### src/rtl/core/febd_pkg.sv
package febd_pkg;

   localparam int COEF_W    = 16;
   localparam int ENERGY_W  = 21;
   localparam int FACTOR_W  = 12;
   localparam int INDEX_W   = 5;
   localparam int CSR_IDX_W = 2;
   localparam int CSR_DAT_W = 12;

   localparam logic signed [ENERGY_W:0] ACC_MAX = (ENERGY_W+1)'(1048575);
   localparam logic signed [ENERGY_W:0] ACC_MIN = -(ENERGY_W+1)'(1048576);

   localparam logic [FACTOR_W-1:0] FACTOR_RESET = FACTOR_W'(256);
   localparam int FRAC_SCALE = 256;

   typedef logic signed [ENERGY_W-1:0] energy_type;

   typedef struct packed {
      logic       vld;
      energy_type energy;
   } frame_type;

   typedef struct packed {
      logic [FACTOR_W-1:0] threshold_factor;
      logic                detect_override;
      logic                clear_after_batch;
   } cfg_type;

   typedef enum logic [CSR_IDX_W-1:0] {
      CSR_THRESHOLD_FACTOR  = 2'd0,
      CSR_DETECT_OVERRIDE   = 2'd1,
      CSR_CLEAR_AFTER_BATCH = 2'd2
   } csr_index_type;

endpackage

### src/rtl/core/febd_ring.sv
module febd_ring import febd_pkg::*; #(
   parameter int DEPTH = 4
) (
   input  logic                                        clock,
   input  logic                                        reset,
   input  logic                                        update,
   input  energy_type                                  energy,
   output logic signed [ENERGY_W+$clog2(DEPTH)-1:0]    sum
);

   localparam int SUM_W = ENERGY_W + $clog2(DEPTH);
   localparam int POS_W = (DEPTH > 1) ? $clog2(DEPTH) : 1;
   localparam logic [POS_W-1:0] LAST = POS_W'(DEPTH - 1);

   energy_type                mem [DEPTH];
   logic [POS_W-1:0]          pos_ff, pos_in;
   logic                      wrap_ff, wrap_in;
   logic                      byp_ff, byp_in;
   energy_type                byp_data_ff;
   energy_type                rd_ff;
   energy_type                old;
   logic signed [SUM_W-1:0]   sum_ff, sum_in;

   always_comb begin
      pos_in  = pos_ff;
      wrap_in = wrap_ff;
      if (update) begin
         if (pos_ff == LAST) begin
            pos_in  = '0;
            wrap_in = 1'b1;
         end else begin
            pos_in = POS_W'(pos_ff + 1'b1);
         end
      end
      byp_in = update && (pos_in == pos_ff);
      if (byp_ff) begin
         old = byp_data_ff;
      end else if (wrap_ff) begin
         old = rd_ff;
      end else begin
         old = '0;
      end
      sum_in = sum_ff;
      if (update) begin
         sum_in = sum_ff + SUM_W'(energy) - SUM_W'(old);
      end
   end

   always_ff @(posedge clock) begin
      if (update) begin
         mem[pos_ff] <= energy;
      end
      rd_ff       <= mem[pos_in];
      byp_data_ff <= energy;
   end

   always_ff @(posedge clock) begin
      if (reset) begin
         pos_ff  <= '0;
         wrap_ff <= 1'b0;
         byp_ff  <= 1'b0;
         sum_ff  <= '0;
      end else begin
         pos_ff  <= pos_in;
         wrap_ff <= wrap_in;
         byp_ff  <= byp_in;
         sum_ff  <= sum_in;
      end
   end

   assign sum = sum_ff;

endmodule

### config.mk
export PLATFORM = sky130hd
export DESIGN_NAME = febd_ring
export DESIGN_NICKNAME = d
export VERILOG_FILES = /design/src/rtl/core/febd_pkg.sv /design/src/rtl/core/febd_ring.sv
export SDC_FILE = /design/constraint.sdc
export NUM_CORES = 1
export LEC_CHECK = 0
export ABC_CLOCK_PERIOD_IN_PS = 3200
export BUFFER_PORTS_ARGS = -buffer_cell sky130_fd_sc_hd__buf_2
export CORE_MARGIN = 8
export CORE_UTILIZATION = 50
export CTS_BUF_LIST = sky130_fd_sc_hd__clkbuf_4 sky130_fd_sc_hd__clkbuf_8
export CTS_CLUSTER_DIAMETER = 100
export CTS_CLUSTER_SIZE = 40
export DETAILED_ROUTE_END_ITERATION = 12
export PLACE_DENSITY = 0.69
export SYNTH_ARGS = -nofsm -noshare
export SYNTH_HDL_FRONTEND = slang
export SYNTH_SLANG_ARGS = --single-unit
### constraint.sdc
create_clock -name clock -period 3.2 [get_ports clock]
set_clock_uncertainty 0.2 [all_clocks]
set_input_delay 0.64 -clock clock [delete_from_list [all_inputs] [get_ports clock]]
set_output_delay 0.64 -clock clock [all_outputs]
set_load 0.005 [all_outputs]
=== Yosys cells after proc, flatten, opt, wreduce, memory -nomap -nowiden ===
Memories as Yosys holds them, arrays and structs flattened. A register that Yosys moved wholly into a read port is not among the register bits.
Index checks and enable logic that the tools add are counted.

* Memories kept: 1
* Memory bits (writable): 84
* Word-level logic and storage cells: 19
* Bits in registers: 48

{| class="wikitable"
|+ Memories
! name !! depth !! width !! rd ports !! clocked after memory_dff !! wr ports !! line !! source
|-
| mem || 4 || 21 || 1 || 1 || 1 || febd_ring.sv:15 || <nowiki>energy_type mem [DEPTH];</nowiki>
|}

* Add/sub/neg operators: 3
* Multiplexer cells: 6
* Equal/unequal tests: 2
* Reduce and logical (&&, ||, !) cells: 2

{| class="wikitable"
|+ Operators by type and width
! kind !! count
|-
| $mux W21 || 2
|-
| $add A23 B21 Y23 || 1
|-
| $sub A23 B21 Y23 || 1
|-
| $mux W2 || 2
|-
| $add A2 B1 Y2 const B || 1
|-
| $eq A2 B2 Y1 || 1
|-
| $eq A2 B2 Y1 const B || 1
|-
| $mux W1 || 2
|-
| $reduce_and A2 Y1 || 1
|-
| $logic_and A1 B1 Y1 || 1
|}

=== Logic depth before layout (Yosys ltp) ===
Gate-level depths: netlist of the first run.

* Word-level depth: 5
* Depth in mapped cells: 14

=== Least setup slack after synthesis of the first run ===
Ideal clock, no wire load.

* Path type: reg2reg
* Start: register wrap_ff
* End: register sum_ff[21], in the netlist sum[21]
* Cell stages (with the launch flop): 13
* Data arrival time: 3229 ps
* Setup slack: -324 ps
* Required time: 2904 ps
* Path through: dfxtp_1 -> nor2b_1 -> clkbuf_1 -> a22oi_1 -> fa_1 -> ha_1 -> a211o_1 -> a221o_1 -> a21oi_2 -> o32ai_1 -> nor3b_1 -> or4_1 -> o311ai_1

* Word-level cells in the longest chain between the ends: 3

{| class="wikitable"
|+ RTL lines
! item !! line !! source
|-
| start: declaration || febd_ring.sv:17 || <nowiki>logic wrap_ff, wrap_in;</nowiki>
|-
| start signal: assignment || febd_ring.sv:65 || <nowiki>wrap_ff <= wrap_in;</nowiki>
|-
| $mux W21 || febd_ring.sv:38 || <nowiki>end else if (wrap_ff) begin</nowiki>
|-
| $mux W21 || febd_ring.sv:36 || <nowiki>if (byp_ff) begin</nowiki>
|-
| $sub A23 B21 Y23 || febd_ring.sv:45 || <nowiki>sum_in = sum_ff + SUM_W'(energy) - SUM_W'(old);</nowiki>
|-
| end signal: assignment || febd_ring.sv:67 || <nowiki>sum_ff <= sum_in;</nowiki>
|-
| end: declaration || febd_ring.sv:22 || <nowiki>logic signed [SUM_W-1:0] sum_ff, sum_in;</nowiki>
|}

No other way between the ends.
A chain may end at the register's enable or synchronous reset.

=== Final worst setup path of the first run ===
* Start: register byp_ff
* End: register sum_ff[21], in the netlist sum[21]

* Word-level cells in the longest chain between the ends: 2

{| class="wikitable"
|+ RTL lines
! item !! line !! source
|-
| start: declaration || febd_ring.sv:18 || <nowiki>logic byp_ff, byp_in;</nowiki>
|-
| start signal: assignment || febd_ring.sv:66 || <nowiki>byp_ff <= byp_in;</nowiki>
|-
| $mux W21 || febd_ring.sv:36 ||
|-
| $sub A23 B21 Y23 || febd_ring.sv:45 ||
|}

No other way between the ends.

==> results of run 1 <==
[cell type report]
| class | instances | area [um^2] | area share (%) |
|---|---|---|---|
| sequential | 153 | 3909 | 44.29 |
| multi-input combinational | 375 | 3242 | 36.73 |
| timing repair buffer | 140 | 983.4 | 11.14 |
| clock buffer | 17 | 234.0 | 2.651 |
| tap | 176 | 220.2 | 2.495 |
| clock inverter | 15 | 166.4 | 1.885 |
| inverter | 19 | 71.32 | 0.8081 |
[logic make-up after synthesis]
group	count (synthesis)	share of synthesized area [%]
muxes	10	1.463
and+or+nand+nor	147	10.17
xor gates and xnor gates	17	2.176
AOI/OAI and AO/OA	150	15.16
DFF	153	57.06
adders and majority gates	50	11.56
buffers and inverters	44	2.414
[metal layers]
layer | up-vias | track usage, % | share of wire [%]
met2 | 145 | 32.16 | 49
met4 | 0 | 6.688 | 1.5
met3 | 26 | 4.504 | 4.8
met5 | - | 0 | 0
met1 | 2572 | 26.23 | 44
li1 | 2386 | - | -
[flip-flops by register name (all words and copies together), names as in the netlist]
signal	cells
mem	84
wrap_ff	1
byp_data_ff	21
sum	23
pos_ff	2
byp_ff	1
rd_ff	21
[where the power goes]
part           leakage [nW]  switching [W]  internal [W]  total (W)
Sequential             1.35       0.000207       0.00229    0.00250
Combinational          1.83        0.00191       0.00200    0.00391
Clock                 0.193       0.000783      0.000708    0.00149
[path summary, 6_finish.rpt]
kind,startpoint,endpoint,slack (ns)
setup / recovery,byp_ff,sum[21],-0.13
hold / removal,energy[19],byp_data_ff[19],0.16
setup reg to reg,byp_ff,sum[21],-0.13
hold reg to reg,wrap_ff,wrap_ff,0.30
[repair_timing]
action                                  in CTS  in global routing
pin swaps                                   18                 31
gates cloned                                 1                  0
setup buffers                                7                  3
endpoints found under the setup margin      12                 14
gates resized for setup                     24                 55
[through the flow]
stage	instances	utilization, %	setup slack [ns]
2_1_floorplan	571	-	-0.04521
3_3_place_gp	854	59.96	-0.1650
3_5_place_dp	854	59.96	-0.2281
4_1_cts	894	64.03	-0.1131
5_1_grt	895	66.38	-0.2310
6_report	895	66.38	-0.1280
[critical path: stages (launching register included)]
cell and delay [ns]:
dfxtp_4 0.39, nor2b_4 0.22, a22oi_2 0.08, fa_1 0.54, ha_4 0.22, a211o_1 0.26
a221o_1 0.33, a21oi_2 0.21, o32ai_2 0.12, nor3b_2 0.17, or4_1 0.41, o311ai_1 0.08
[cell usage after synthesis, drive strengths merged, types with 3 or more instances]
master	n
a2111oi	3
a211oi	27
a21o	8
a21oi	23
a221o	3
a22oi	20
a31o	3
a31oi	23
and2	26
clkbuf	23
dfxtp	69
edfxtp	84
fa	22
ha	28
inv	19
mux2i	10
nand2	59
nand3	7
nor2	29
nor3	6
nor4	5
o21a	4
o21ai	15
o21bai	3
xnor2	11
xor2	6
==> reports/qor.csv, run 1 <==
stage,metric,value,unit
run_status,status,"complete, but fails checks",
run_status,failed_checks,negative setup slack,
critical_path,worst-path-max-fanout,5,
cells_and_area,synthToLayoutAreaGrowth,29.01,%
placed_design,globalplace.congestion,0.9273,
drt,wl,17.74,mm
drt,vias,5129,
clock_network,clkSinkCount,153,
clock_network,clkTransAtPathRegs,0.09,ns
power_and_ir_drop,power,0.007899,W
timing,finalSetupTns,-0.3573,ns
timing,worstMarginPinSlew,0.7254,ns
floorplanning,die-area,17680,um^2
drt,first_iter_violations,515,
floorplanning,initial_core_util,51.46,%
floorplanning,die_h,133.0,um
grt,grt_pass1_vias,5116,
grt,grt_use_total,20.05,%
critical_path,cp-end-kind,flop,
timing,rsz0062_at_grt,yes,
yosys,syn_inst,571,
cells_and_area,diodes,0,
yosys,yosysWarnings,0,
yosys,avgSynthCellArea,11.98,um^2
yosys,synth_top_area_cell,edfxtp_1,
cells_and_area,layout_common_cells,"buf_4, edfxtp_1, dfxtp_1",
floorplanning,die_w,133.0,um
timing,fmax,0.3005,GHz
drt,wl_per_cell,19.82,um
timing,setup-violations-final,8,
floorplanning,boundaryPins,47,
yosys,ys_ff_latch,153,
clock_network,cts_tree,done,
cells_and_area,finish.instance_area,8826,um^2
cells_and_area,nFillCells,945,
placed_design,dp_hpwl,12.31,mm
yosys,syn_area,6842,um^2
worst_hold_path,hold_class,input pin to flop,
critical_path,r2r_cells,11,
cells_and_area,fin_nets,780,
timing,fin_crit_sh,104.0,%
drt,postRouteAntennaNets,0,
critical_path,critPathLaunchType,flop,
yosys,ys_async_sr_fraction,0,%
clock_network,cts_buffers,17,
critical_path,path_class,flop to flop,
power_and_ir_drop,cellLeakagePower,3.376,nW
yosys,ys.flop_type,edfxtp_1,
grt,overflow,0,
timing,final.setup.worst_slack,-0.1280,ns
yosys,syn_nets,645,
floorplanning,core-area,13300,um^2
clock_network,htreeDepth,4,
grt,grt_pass1_wl,27.76,mm
clock_network,clockBufferDepth,2,
yosys,yosysUniqueCellTypes,52,
yosys,synth_area_leaders,"edfxtp_1, dfxtp_1, fa_1",
job,maxCapViolations,0,
timing,hold_violations,0,
critical_path,crit_required,3.36,ns
critical_path,cp.arrival,3.49,ns
timing,fin_crit,3.328,ns
clock_network,cts_hold_buffers,0,
yosys,synth_edf_count,84,
grt,antenna_found_initial,0,
placed_design,placed_area,7971,um^2
power_and_ir_drop,peakVddDrop,0.0004867,V
worst_hold_path,hold_depth,1,
floorplanning,rows,42,
drt,vias_per_cell,5.731,
grt,grt_max_degree,34,
clock_network,insertion_delay,0.46,ns
cells_and_area,layout_commonest_cell,buf_4,
drt,drc,0,
timing,timing.hold.ws,0.1607,ns
power_and_ir_drop,power.density,894.9,nW/um^2
yosys,ys_seq_area_share,57.06,%
drt,first_pass_iters,5,
clock_network,cts_root_buf,clkbuf_8,
yosys,netlist.area_leader.share,36.87,%
timing,drv_slew,0,
cells_and_area,layout-drive-gt1-share,33.66,%
placed_design,io_buffers,46,
timing,relSlewSlack,51.64,%
Power figures use the tool's default switching activity.
==> inputs of run 2 (changes only) <==
PLACE_DENSITY = unset   (was 0.69)
PLACE_DENSITY_LB_ADDON = 0.3   (was unset)
==> run 2 against run 1 <==
Effect of this change:
- the flow still finishes with violations (negative setup slack)
- count of clock-buffer cells in the layout up 2
- hold slack improved by 0.019 ns
- combinational power shrank 5%
- global-route usage decreased by 0.41 points
- wire length decreased by 3.6%
- non-clock buffer count up 5
- largest cell class unchanged
- largest power group unchanged
==> reports/qor.csv, run 2 (same netlist as run 1, synthesis figures left out) <==
stage,metric,value,unit
clock_network,htreeDepth,4,
floorplanning,die-area,17680,um^2
timing,worstMarginPinSlew,0.6055,ns
grt,grt_busiest_layer,met2,
clock_network,clockBufferDepth,2,
floorplanning,boundaryPins,47,
cells_and_area,finish.instance_area,8750,um^2
cells_and_area,largest_register_ff_count,84,
drt,first_pass_iters,5,
floorplanning,initial_core_util,51.46,%
drt,wl_per_cell,18.99,um
clock_network,cts_hold_buffers,0,
clock_network,insertion_delay,0.45,ns
cells_and_area,diodes,0,
critical_path,cp-end-kind,flop,
critical_path,crit_required,3.35,ns
timing,final.setup.worst_slack,-0.1365,ns
run_status,failed_checks,negative setup slack,
timing,fin_crit_sh,104.3,%
timing,drv_slew,0,
placed_design,placed_area,7899,um^2
floorplanning,core-area,13300,um^2
timing,fin_crit,3.337,ns
floorplanning,die_w,133.0,um
cells_and_area,layout_commonest_cell,buf_4,
grt,overflow,0,
power_and_ir_drop,cellLeakagePower,3.383,nW
job,maxCapViolations,0,
grt,grt_pass1_vias,5201,
grt,grt_max_degree,43,
cells_and_area,largest_register,mem,
timing,rsz0062_at_grt,yes,
grt,met3_usage,3.899,%
power_and_ir_drop,power,0.007562,W
drt,vias_per_cell,5.699,
critical_path,path_class,flop to flop,
drt,vias,5129,
cells_and_area,synthToLayoutAreaGrowth,27.89,%
clock_network,cts_root_buf,clkbuf_8,
placed_design,io_buffers,46,
run_status,status,"complete, but fails checks",
cells_and_area,fin_nets,785,
floorplanning,die_h,133.0,um
critical_path,worst-path-max-fanout,5,
grt,grt_use_total,19.64,%
critical_path,critPathLaunchType,flop,
drt,wl,17.09,mm
timing,relSlewSlack,59.64,%
timing,setup-violations-final,11,
cells_and_area,layout_common_cells,"buf_4, edfxtp_1, dfxtp_1",
placed_design,globalplace.congestion,0.8813,
placed_design,dpl_worst_slack,-0.2989,ns
placed_design,dp_hpwl,11.93,mm
critical_path,cp.arrival,3.49,ns
drt,drc,0,
worst_hold_path,hold_class,input pin to flop,
cells_and_area,nFillCells,938,
cells_and_area,layout-drive-gt1-share,33.15,%
drt,postRouteAntennaNets,0,
clock_network,cts_tree,done,
clock_network,cts_buffers,17,
timing,fmax,0.2997,GHz
grt,use_met1,25.90,%
floorplanning,rows,42,
power_and_ir_drop,peakVddDrop,0.0005123,V
grt,grt_util_met2,31.91,%
clock_network,clkSinkCount,153,
grt,antenna_found_initial,0,
power_and_ir_drop,power.density,864.2,nW/um^2
clock_network,clkTransAtPathRegs,0.08,ns
timing,hold_violations,0,
drt,first_iter_violations,466,
grt,grt_pass1_wl,27.57,mm
## run 2: cell types whose count changed in the layout (fill, tap and decap cells not counted), moves of 2 or more
cell       change
a211oi_2       +2
a21oi_1        +2
a21oi_2        -2
buf_4          +3
buf_6          +3
bufinv_16      -2
ha_1           +8
ha_4           -7
o21ai_0        +3
o21ai_1        -3
o21ai_2        -2
o21ai_4        +2
## run 2: metrics by stage
step                setup TNS, ns  hold slack (ns)  util (%)  cells
floorplan                -0.04521           0.2415         -    571
global placement           -1.474           0.2485     59.41    846
detailed placement         -2.083           0.2791     59.41    846
CTS                       -0.3267           0.1550     63.82    889
global route               -2.654           0.1658     65.81    900
finish                    -0.8074           0.1799     65.81    900
## run 2: path summary, 6_finish.rpt
path / from / to / slack, ns / cells past startpoint
hold / removal: energy[12] / byp_data_ff[12] / 0.18 / 1
hold reg to reg: wrap_ff / wrap_ff / 0.31 / 1
setup reg to reg: byp_ff / sum[21] / -0.14 / 13
setup / recovery: byp_ff / sum[21] / -0.14 / 13
## run 2: power by group
part           leakage, nW  switching [W]  internal (W)
Combinational         1.86        0.00185       0.00187
Sequential            1.35       0.000203       0.00229
Clock                0.173       0.000764      0.000584
Total                 3.38        0.00282       0.00474
## run 2: timing repair
item	in CTS	in global routing
setup endpoints to repair	12	13
pin swaps	24	12
cloned	1	0
resized for setup	38	34
buffers inserted	10	11
## run 2: area by class of cell
type / count / area, um^2 / share of cell area [%]
clock buffers: 19 / 255.2 / 2.917
repair buffers: 145 / 1020 / 11.65
inverters: 19 / 71.32 / 0.8151
flip-flops and latches: 153 / 3909 / 44.67
clock inverters: 13 / 108.9 / 1.244
multi-input cells: 375 / 3166 / 36.18
well taps: 176 / 220.2 / 2.517
## run 2: routing by layer
metal	up-vias	wire [um]
li1	2397	-
met1	2547	7436
met2	163	8330
met3	22	1110
met4	0	216
met5	-	0
## run 2: critical path, cell delays in order, from the launching register on
cell and delay, ns:
dfxtp_4 0.43, nor2b_4 0.08, buf_4 0.14, a22oi_2 0.21
fa_1 0.47, ha_1 0.35, buf_6 0.14, a21oi_2 0.13
o22ai_2 0.10, a21oi_2 0.21, o32ai_2 0.12, nor3b_2 0.18
or4_1 0.41, o311ai_1 0.09
==> inputs of run 3 (changes only) <==
CORE_ASPECT_RATIO = 1.25   (was unset)
CORE_MARGIN = 4   (was 8)
==> run 3 against run 2 <==
Effect of this change:
- the run still ends with negative setup slack left
- sequential power about the same
- cell area down 1.2%
- non-clock buffer count down 15
- count of clock-buffer cells in the layout down 2
- via count down 1.1%
- cell count down 2.2%
- fmax down 0.71%
- sequential share of layout area up 0.52 points
==> reports/qor.csv, run 3 (same netlist as run 1, synthesis figures left out) <==
stage,metric,value,unit
run_status,status,"complete, but fails checks",
run_status,failed_checks,negative setup slack,
placed_design,dp_hpwl,11.82,mm
cells_and_area,fin_nets,770,
clock_network,clkSinkCount,153,
power_and_ir_drop,power,0.007602,W
timing,relSlewSlack,64.53,%
grt,grt_pass1_vias,5299,
floorplanning,boundaryPins,47,
drt,postRouteAntennaNets,0,
drt,wl_met2,8.932,mm
clock_network,clockBufferDepth,2,
cells_and_area,layout_commonest_cell,edfxtp_1,
critical_path,path_class,flop to flop,
placed_design,globalplace.congestion,0.8471,
cells_and_area,diodes,0,
grt,antenna_found_initial,0,
drt,wl_per_cell,19.04,um
critical_path,critPathLaunchType,flop,
cells_and_area,largest_register,mem,
critical_path,worst_path_max_delay_cell,fa_1,
clock_network,clkTransAtPathRegs,0.09,ns
timing,rsz0062_at_grt,yes,
placed_design,io_buffers,46,
critical_path,worst-path-max-fanout,21,
drt,top_layer_used,met4,
grt,grt_max_degree,31,
drt,wl_met3,713,um
timing,setup-violations-final,9,
timing,hold_violations,0,
clock_network,cts_tree,done,
worst_hold_path,hold_class,input pin to flop,
clock_network,cts_root_buf,clkbuf_8,
grt,overflow,0,
timing,fmax,0.2976,GHz
floorplanning,rows,47,
cells_and_area,layout-drive-gt1-share,30.18,%
critical_path,cp.arrival,3.50,ns
job,maxCapViolations,0,
floorplanning,die_h,138.8,um
clock_network,cts_buffers,17,
timing,worstMarginPinSlew,0.5320,ns
timing,drv_slew,0,
critical_path,max_stage_delay,0.47,ns
timing,fin_crit_sh,105.0,%
floorplanning,die_w,112.6,um
drt,first_iter_violations,354,
critical_path,cp-end-kind,flop,
drt,wl,16.76,mm
clock_network,htreeDepth,4,
grt,grt_use_total,21.89,%
power_and_ir_drop,power.density,879.1,nW/um^2
clock_network,cts_hold_buffers,0,
floorplanning,initial_core_util,51.25,%
drt,vias,5073,
critical_path,crit_required,3.34,ns
grt,grt_pass1_wl,26.90,mm
cells_and_area,largest_register_ff_count,84,
power_and_ir_drop,cellLeakagePower,3.346,nW
cells_and_area,nFillCells,992,
floorplanning,core-area,13350,um^2
critical_path,path_buf_inv,3,
drt,wl_met1,6.615,mm
power_and_ir_drop,peakVddDrop,0.0006704,V
timing,fin_crit,3.360,ns
critical_path,worstPathCellList,"buf_12, a22oi_1, fa_1, ha_1, nand3_1, o22ai_2, a21oi_4, buf_4, buf_4, o31ai_2, xor2_1, mux2i_1, nor2_1",
timing,final.setup.worst_slack,-0.1604,ns
placed_design,dpl_worst_slack,-0.2944,ns
drt,vias_per_cell,5.765,
cells_and_area,layout_common_cells,"edfxtp_1, buf_4, dfxtp_1",
critical_path,critPathMostFrequentCell,buf_4,
critical_path,crit_family,compound AO/OA/AOI/OAI gates,
cells_and_area,synthToLayoutAreaGrowth,26.41,%
drt,drc,0,
clock_network,insertion_delay,0.46,ns
drt,first_pass_iters,5,
floorplanning,die-area,15630,um^2
==> run 3: power breakdown <==
group          total, W  internal (W)  switching, W
clock           0.00160      0.000804      0.000795
combinational   0.00351       0.00173       0.00178
sequential      0.00249       0.00229      0.000201
total           0.00760       0.00483       0.00277
==> run 3: path summary, 6_finish.rpt <==
kind,cells after the start,to,from,slack [ns]
hold reg to reg,1,wrap_ff,wrap_ff,0.32
hold / removal,1,byp_data_ff[6],energy[6],0.18
setup reg to reg,13,sum[13],byp_ff,-0.16
setup / recovery,13,sum[13],byp_ff,-0.16
==> run 3: worst reg2reg max path, stage by stage (launching register included) <==
cell	delay, ns
dfxtp_4	0.38
buf_12	0.17
a22oi_1	0.27
fa_1	0.47
ha_1	0.38
nand3_1	0.12
o22ai_2	0.25
a21oi_4	0.10
buf_4	0.14
buf_4	0.13
o31ai_2	0.30
xor2_1	0.12
mux2i_1	0.16
nor2_1	0.05
==> run 3: cell type report <==
type | instances | area, um^2 | share of cell area (%)
Tap cell | 171 | 214.0 | 2.474
Sequential cell | 153 | 3909 | 45.20
Timing Repair Buffer | 130 | 902.1 | 10.43
Clock buffer | 17 | 234.0 | 2.705
Inverter | 19 | 71.32 | 0.8247
Clock inverter | 15 | 206.4 | 2.387
Multi-Input combinational cell | 375 | 3112 | 35.98
==> run 3: metrics by stage <==
step / TNS [ns] / area (um^2) / hold slack (ns) / cells / util (%)
6_report: -0.7650 / 8648 / 0.1798 / 880 / 64.79
5_1_grt: -2.304 / 8648 / 0.1630 / 880 / 64.79
4_1_cts: -0.4723 / 8517 / 0.1532 / 880 / 63.80
3_5_place_dp: -2.231 / 7913 / 0.2930 / 842 / 59.27
3_3_place_gp: -1.447 / 7913 / 0.2497 / 842 / 59.27
2_1_floorplan: -0.04521 / 6939 / 0.2415 / 571 / -
==> run 3: timing repair <==
item,4_1_cts,5_1_grt
buffers inserted,5,1
gates resized for setup,30,22
gates cloned,1,0
pin swaps,23,9
endpoints found under the setup margin,13,14
endpoints found under the hold margin,0,0
==> run 3: metal layers <==
| layer | GRT usage (%) | up-vias |
|---|---|---|
| li1 | - | 2368 |
| met1 | 25.71 | 2491 |
| met2 | 39.29 | 176 |
| met3 | 4.059 | 38 |
| met4 | 8.418 | 0 |
| met5 | 0 | - |
